[src/sv/fpba_pkg.sv]
// ----------------------------------------------------------------------------
// fpba_pkg
// Shared constants for the fit-policy block allocator.
// ----------------------------------------------------------------------------
package fpba_pkg;

    localparam int NUM_BLOCKS = 16;
    localparam int SIZE_WIDTH = 16;

    localparam int IDX_W = $clog2(NUM_BLOCKS);
    localparam int CNT_W = $clog2(NUM_BLOCKS + 1);

    // port field widths
    localparam int IN_IDX_W   = 4;
    localparam int IN_SIZE_W  = 16;
    localparam int IN_DATA_W  = 24;
    localparam int OUT_IDX_W  = 4;
    localparam int OUT_DATA_W = 8;
    localparam int CFG_ADDR_W = 3;
    localparam int CFG_DATA_W = 32;

    // fit policy codes
    localparam logic [1:0] POL_FIRST  = 2'd0;
    localparam logic [1:0] POL_BEST   = 2'd1;
    localparam logic [1:0] POL_WORST  = 2'd2;
    localparam logic [1:0] POL_UNUSED = 2'd3;

    // register indexes (paddr[2])
    localparam logic REG_FIT_POLICY  = 1'b0;
    localparam logic REG_BLOCK_COUNT = 1'b1;

    // input action codes
    localparam logic ACT_LOAD    = 1'b0;
    localparam logic ACT_REQUEST = 1'b1;

endpackage

[src/sv/fpba_ram.sv]
// ----------------------------------------------------------------------------
// fpba_ram
// Generic single-write, single-read RAM with registered read data.
// ----------------------------------------------------------------------------
module fpba_ram #(
    parameter int WIDTH = 16,
    parameter int DEPTH = 16
) (
    input  logic                     i_clk,
    input  logic                     i_we,
    input  logic [$clog2(DEPTH)-1:0] i_waddr,
    input  logic [WIDTH-1:0]         i_wdata,
    input  logic                     i_re,
    input  logic [$clog2(DEPTH)-1:0] i_raddr,
    output logic [WIDTH-1:0]         o_rdata
);

    logic [WIDTH-1:0] r_mem [DEPTH];
    logic [WIDTH-1:0] r_rdata;

    always_ff @(posedge i_clk) begin
        if (i_we) begin
            r_mem[i_waddr] <= i_wdata;
        end
        if (i_re) begin
            r_rdata <= r_mem[i_raddr];
        end
    end

    assign o_rdata = r_rdata;

endmodule

[src/sv/fit_policy_block_allocator_top.sv]
// ----------------------------------------------------------------------------
// fit_policy_block_allocator_top
// Keeps the remaining size of each block in a RAM and serves allocation
// requests by first, best or worst fit.
// ----------------------------------------------------------------------------
// Load: one transaction per cycle while the block is idle, no result.
// Request: one RAM read per block in use, issued through the single RAM read
//   port while scanning; the result is then registered in the done state once the
//   result slot is free, and the block returns to idle, where the next item is taken.
// One request in flight at a time; a new item is taken while a result waits.
// Reset: fit_policy = first fit, block_count = 16, all blocks unloaded.
// ----------------------------------------------------------------------------
module fit_policy_block_allocator_top
    import fpba_pkg::*;
(
    input  logic                  i_clk,
    input  logic                  i_rst_n,
    // input stream
    input  logic                  i_s_tvalid,
    output logic                  o_s_tready,
    input  logic [IN_DATA_W-1:0]  i_s_tdata,   // [3:0] block_index, [19:4] size_value
    input  logic                  i_s_tuser,   // [0] action
    // result stream
    output logic                  o_m_tvalid,
    input  logic                  i_m_tready,
    output logic [OUT_DATA_W-1:0] o_m_tdata,   // [3:0] chosen_block
    output logic                  o_m_tuser,   // [0] granted
    // config port
    input  logic                  psel,
    input  logic                  penable,
    input  logic                  pwrite,
    input  logic [CFG_ADDR_W-1:0] paddr,
    input  logic [CFG_DATA_W-1:0] pwdata,
    output logic [CFG_DATA_W-1:0] prdata,
    output logic                  pready
);

    typedef enum logic [1:0] {ST_IDLE, ST_SCAN, ST_DONE} t_state;

    t_state                r_state;
    logic [1:0]            r_fit_policy;
    logic [4:0]            r_block_count;
    logic [NUM_BLOCKS-1:0] r_loaded;
    logic [SIZE_WIDTH-1:0] r_req_size;
    logic [CNT_W-1:0]      r_issue;
    logic                  r_pend;
    logic [IDX_W-1:0]      r_pend_idx;
    logic                  r_found;
    logic [IDX_W-1:0]      r_pick;
    logic [SIZE_WIDTH-1:0] r_best;
    logic                  r_out_valid;
    logic                  r_out_granted;
    logic [OUT_IDX_W-1:0]  r_out_block;

    logic                  in_acc;
    logic                  cfg_wr;
    logic                  load_ok;
    logic [IDX_W-1:0]      load_idx;
    logic [SIZE_WIDTH-1:0] in_size;
    logic [CNT_W-1:0]      limit;
    logic                  rd_en;
    logic                  fits;
    logic                  take;
    logic                  out_free;
    logic                  finish;
    logic                  ram_we;
    logic [IDX_W-1:0]      ram_waddr;
    logic [SIZE_WIDTH-1:0] ram_wdata;
    logic [SIZE_WIDTH-1:0] ram_rdata;

    assign o_s_tready = (r_state == ST_IDLE);
    assign in_acc     = i_s_tvalid && o_s_tready;
    assign pready     = 1'b1;
    assign cfg_wr     = psel && penable && pwrite && pready;

    assign load_ok  = (32'(i_s_tdata[IN_IDX_W-1:0]) < NUM_BLOCKS);
    assign load_idx = IDX_W'(i_s_tdata[IN_IDX_W-1:0]);
    assign in_size  = SIZE_WIDTH'(i_s_tdata[IN_IDX_W +: IN_SIZE_W]);

    assign limit = (32'(r_block_count) > NUM_BLOCKS) ? CNT_W'(NUM_BLOCKS)
                                                     : CNT_W'(r_block_count);
    assign rd_en = (r_state == ST_SCAN) && (r_issue < limit);

    // candidate evaluation on the data read last cycle
    assign fits = r_pend && r_loaded[r_pend_idx] && (ram_rdata >= r_req_size);
    always_comb begin
        take = 1'b0;
        if (fits) begin
            if (!r_found) begin
                take = 1'b1;
            end else if (r_fit_policy == POL_BEST) begin
                take = (ram_rdata < r_best);
            end else if (r_fit_policy == POL_WORST) begin
                take = (ram_rdata > r_best);
            end
        end
    end

    assign out_free = !r_out_valid || i_m_tready;
    assign finish   = (r_state == ST_DONE) && out_free;

    always_comb begin
        if (r_state == ST_DONE) begin
            ram_we    = finish && r_found;
            ram_waddr = r_pick;
            ram_wdata = r_best - r_req_size;
        end else begin
            ram_we    = in_acc && (i_s_tuser == ACT_LOAD) && load_ok;
            ram_waddr = load_idx;
            ram_wdata = in_size;
        end
    end

    fpba_ram #(
        .WIDTH (SIZE_WIDTH),
        .DEPTH (NUM_BLOCKS)
    ) u_ram (
        .i_clk   (i_clk),
        .i_we    (ram_we),
        .i_waddr (ram_waddr),
        .i_wdata (ram_wdata),
        .i_re    (rd_en),
        .i_raddr (r_issue[IDX_W-1:0]),
        .o_rdata (ram_rdata)
    );

    always_ff @(posedge i_clk) begin
        if (!i_rst_n) begin
            r_state       <= ST_IDLE;
            r_fit_policy  <= POL_FIRST;
            r_block_count <= 5'd16;
            r_loaded      <= '0;
            r_issue       <= '0;
            r_pend        <= 1'b0;
            r_found       <= 1'b0;
            r_out_valid   <= 1'b0;
        end else begin
            if (cfg_wr) begin
                if (paddr[2] == REG_FIT_POLICY) begin
                    r_fit_policy <= pwdata[1:0];
                end else begin
                    r_block_count <= pwdata[4:0];
                end
            end
            if (r_out_valid && i_m_tready && !finish) begin
                r_out_valid <= 1'b0;
            end
            case (r_state)
                ST_IDLE: begin
                    if (in_acc) begin
                        if (i_s_tuser == ACT_REQUEST) begin
                            r_req_size <= in_size;
                            r_issue    <= '0;
                            r_pend     <= 1'b0;
                            r_found    <= 1'b0;
                            r_state    <= ST_SCAN;
                        end else if (load_ok) begin
                            r_loaded[load_idx] <= 1'b1;
                        end
                    end
                end
                ST_SCAN: begin
                    r_pend     <= rd_en;
                    r_pend_idx <= r_issue[IDX_W-1:0];
                    if (rd_en) begin
                        r_issue <= r_issue + 1'b1;
                    end
                    if (take) begin
                        r_found <= 1'b1;
                        r_pick  <= r_pend_idx;
                        r_best  <= ram_rdata;
                    end
                    if (!rd_en && !r_pend) begin
                        r_state <= ST_DONE;
                    end
                end
                ST_DONE: begin
                    if (out_free) begin
                        r_out_valid   <= 1'b1;
                        r_out_granted <= r_found;
                        r_out_block   <= r_found ? OUT_IDX_W'(r_pick) : '0;
                        r_state       <= ST_IDLE;
                    end
                end
                default: begin
                    r_state <= ST_IDLE;
                end
            endcase
        end
    end

    assign o_m_tvalid = r_out_valid;
    assign o_m_tuser  = r_out_granted;
    assign o_m_tdata  = {{(OUT_DATA_W - OUT_IDX_W){1'b0}}, r_out_block};

    always_comb begin
        if (paddr[2] == REG_FIT_POLICY) begin
            prdata = {{(CFG_DATA_W - 2){1'b0}}, r_fit_policy};
        end else begin
            prdata = {{(CFG_DATA_W - 5){1'b0}}, r_block_count};
        end
    end

    // no RAM write may land while a scan is reading
    a_no_write_in_scan: assert property (@(posedge i_clk) disable iff (!i_rst_n)
        (r_state == ST_SCAN) |-> !ram_we)
        else $error("RAM write during scan");

    // the current pick is always a loaded block
    a_pick_loaded: assert property (@(posedge i_clk) disable iff (!i_rst_n)
        (r_state != ST_IDLE && r_found) |-> r_loaded[r_pick])
        else $error("picked block not loaded");

    // every pending read lies inside the blocks in use
    a_pend_in_range: assert property (@(posedge i_clk) disable iff (!i_rst_n)
        (r_state == ST_SCAN && r_pend) |-> (CNT_W'(r_pend_idx) < limit))
        else $error("scan read beyond block count");

    // a refused request reports block zero
    a_refused_zero: assert property (@(posedge i_clk) disable iff (!i_rst_n)
        (o_m_tvalid && !o_m_tuser) |-> (o_m_tdata == '0))
        else $error("refused result with nonzero block");

endmodule

[config.mk]
export PLATFORM = sky130hd
export DESIGN_NAME = fit_policy_block_allocator_top
export DESIGN_NICKNAME = d
export VERILOG_FILES = /design/src/sv/fpba_pkg.sv /design/src/sv/fpba_ram.sv /design/src/sv/fit_policy_block_allocator_top.sv
export SDC_FILE = /design/constraint.sdc
export NUM_CORES = 1
export LEC_CHECK = 0
export CORE_ASPECT_RATIO = 0.9
export CORE_MARGIN = 1.5
export CORE_UTILIZATION = 55
export CTS_CLUSTER_DIAMETER = 100
export DETAILED_ROUTE_END_ITERATION = 8
export DONT_BUFFER_PORTS = 1
export GPL_TIMING_DRIVEN = 0
export PLACE_DENSITY = 0.81
export REMOVE_ABC_BUFFERS = 1
export SETUP_SLACK_MARGIN = 0.15
export SYNTH_ARGS = -nofsm -noshare
export SYNTH_HDL_FRONTEND = slang
export SYNTH_SLANG_ARGS = --single-unit
[constraint.sdc]
create_clock -name i_clk -period 5.7 [get_ports i_clk]
set_input_delay 0.57 -clock i_clk [delete_from_list [all_inputs] [get_ports i_clk]]
set_output_delay 0.57 -clock i_clk [all_outputs]
set_load 0.02 [all_outputs]
==> impl_metrics.toml <==
[clock_tree]
clk-insertion-delay-late_ps = 530
cts_made_buffers = 36
clock-root-buffer = "clkbuf_16"
clock_sinks = 350
hold_buffers = 0
cts_resized = 0
cts_tree = "done"
clockBufferDepth = 3
cts_setup_buffers = 0
path_clk_slew_ps = 60
h-tree-depth = 2

[grt]
grt_pass1_wl_um = 52100
grt_pass1_vias = 8478
grt_usage_pct = 25.2
grt_max_degree = 63
grt_overflow = 0
antenna_found_initial = 0

[worst_setup_path]
r2r_cells = 9
max_stage_delay_ps = 860
worst-setup-path-type = "reg2reg"
crit_path_end_kind = "register"
crit_required_ps = 5880
rr_endpoint = "u_ram.r_mem[14][14]"
cp-start-kind = "register"
cp.buffers_inverters = 1
r2r-start = "r_best[0]"
path_max_fanout = 16
r2r_slack_ps = 2360
arrival_ps = 3520
crit_family = "compound AO/OA/AOI/OAI gates"
slowest_stage = "o211ai_1"
path_cells = "inv_1 > ha_1 > fa_1 > nor2b_1 > o31a_1 > o31ai_1 > a31oi_1 > o21ba_2 > o211ai_1"

[logic_synthesis]
synth_top_flop_cell = "edfxtp_1"
yosys_warnings = 0
synth_seq_cells = 350
synthCells = 915
synth.distinct_cells = 57
syn_area_um2 = 15200
yosysSeqAreaShare_pct = 67.0
synth.avg_cell_area_um2 = 16.6
synth-async-reset-ratio_pct = 0
synth_enable_flop_cells = 317

[placed_design]
hpwl_um = 21800
gp_congestion = 0.859
place_ws_ps = 2080
portBuffers = 0
dp_cells = 1257
dpl_cell_area_um2 = 15800

[finish]
final_cell_area_um2 = 16900
antenna_cells = 0
nFillCells = 1791
seq_area_um2 = 10200
multi_input_area_um2 = 4660
num-nets-final = 1063
areaGrowthSynthToFinish_pct = 11.4
final_util_pct = 62.4
drive_gt1_share_pct = 19.8
final_cell_count_no_fill = 1324

[drt]
wl_met2_um = 17000
drc = 0
drt_wl_total_um = 34800
ant_nets = 0
vias_per_cell = 6.42
vias = 8497
firstDrtPassIters = 5
drt_iter0_markers = 949
top_layer = "met4"
wl_met3_um = 2980
drt-wirelength-per-cell_um = 26.3
drt-met1-wl_um = 13300

[sta]
setup_viol = 0
fin_skew_ps = 20.0
rsz0062_at_grt = "false"
setup_tns_ps = 0
worst_slack_ps = 2360
relSlewSlack_pct = 9.20
hold_viol_final = 0
clock.fmax_mhz = 299
worstMarginPinSlew_ps = 1360
slew_viol_final = 0
period_needed_ps = 3340
worst_hold_slack_ps = 132
finalCritPeriodShare_pct = 58.6

[pwr]
switching_power_mw = 1.20
p_seq_share_pct = 53.5
ir_drop_mv = 0.168
p_per_area_nw_per_um2 = 322
p_total_mw = 5.44
p_int_mw = 4.24
power_frac_clock_pct = 40.3
p_leak_nw = 5.70
p_comb_share_pct = 6.1
p_sw_share_pct = 22.0

[job]
maxCapViolations = 0

[floorplan]
initial_core_util_pct = 56.0
die_w_um = 178
rows = 57
die_h_um = 161
die-area_um2 = 28600
io_pins = 111
core_region_area_um2 = 27100

[hold_path]
hp-start = "i_rst_n"
min_path_cells = 1
min_to = "r_block_count[4]"
min_path_type = "in2reg"

[run_status]
status = "finished clean"
[registers in the layout, indices dropped and copies added (netlist names), 2 cells and up]
register,cells
r_pick,4
r_state,2
r_block_count,5
r_out_block,4
r_fit_policy,2
r_issue,5
r_loaded,16
r_best,16
u_ram.r_mem,256
u_ram.o_rdata,16
r_pend_idx,4
r_req_size,16
[metal layers]
metal | GRT usage, % | vias up
met4 | 11.8 | 0
met1 | 33.2 | 4313
li1 | - | 3591
met2 | 40.7 | 488
met3 | 4.76 | 105
met5 | 0 | -
[synthesized netlist by cell type (10+ instances only)]
cell / n / area [um2]
a21o_1: 10 / 75.1
a21oi_1: 25 / 125
and2_1: 11 / 68.8
buf_4: 32 / 240
clkbuf_1: 25 / 93.8
dfxtp_1: 33 / 661
edfxtp_1: 317 / 9520
ha_1: 52 / 651
inv_1: 42 / 158
mux2i_1: 10 / 100
mux4_2: 84 / 1890
nand2_1: 42 / 158
nand3_1: 10 / 50.1
nor2_1: 39 / 146
nor2b_1: 15 / 93.8
nor3_1: 17 / 85.1
o21a_1: 18 / 135
o21ai_0: 23 / 115
[worst max-delay path by stage]
| stage | start | endpoint | slack [ps] | cells after the start |
|---|---|---|---|---|
| floorplan | r_issue[0] | u_ram.o_rdata[0] | 1510 | 2 |
| global placement | r_issue[0] | u_ram.o_rdata[0] | 180 | 2 |
| detailed placement | r_state[1] | u_ram.r_mem[4][11] | 2080 | 6 |
| CTS | r_state[1] | u_ram.r_mem[4][3] | 1970 | 6 |
| global route | r_best[0] | u_ram.r_mem[11][14] | 2120 | 9 |
| finish | r_best[0] | u_ram.r_mem[14][14] | 2360 | 9 |
[kinds of logic (layout without fill, tap and decap cells)]
logic type	count (synthesis)	in the layout	share of synthesized area (%)
AND/OR/NAND/NOR	180	180	6.06
buffers and inverters	108	133	3.51
multiplexers	95	95	13.2
adder cells (fa/ha/maj)	53	53	4.42
flip-flops	350	350	67.0
XOR/XNOR	7	7	0.404
other	2	32	0.0494
AO/OA/AOI/OAI	120	120	5.35
[area by class of cell]
type / instances / area share, %
Timing Repair Buffer: 26 / 2.27
Clock buffer: 45 / 5.71
Multi-Input combinational cell: 487 / 27.5
Inverter: 42 / 0.932
Sequential cell: 350 / 60.2
Tap cell: 354 / 2.62
Clock inverter: 20 / 0.732
[power groups by stage]
stage                     clock (mW)  sequential, mW  combinational [mW]
final                           2.19            2.91               0.334
after detailed placement           0            2.97               0.323
after CTS                       2.22            2.91               0.330
after global placement             0            2.98               0.286
after global routing            2.32            2.92               0.363
after floorplan                    0            2.96               0.220
[cell usage in the layout (no fill, tap or decap), drive strengths merged, types with 15 or more instances in the layout]
master / instances
edfxtp: 317
mux4: 84
ha: 52
clkbuf: 45
inv: 44
nand2: 42
nor2: 39
dfxtp: 33
conb: 32
buf: 26
a21oi: 25
o21ai: 23
o21a: 18
nor3: 18
clkinv: 17
nor2b: 15
(Power assumes the default switching activity.)
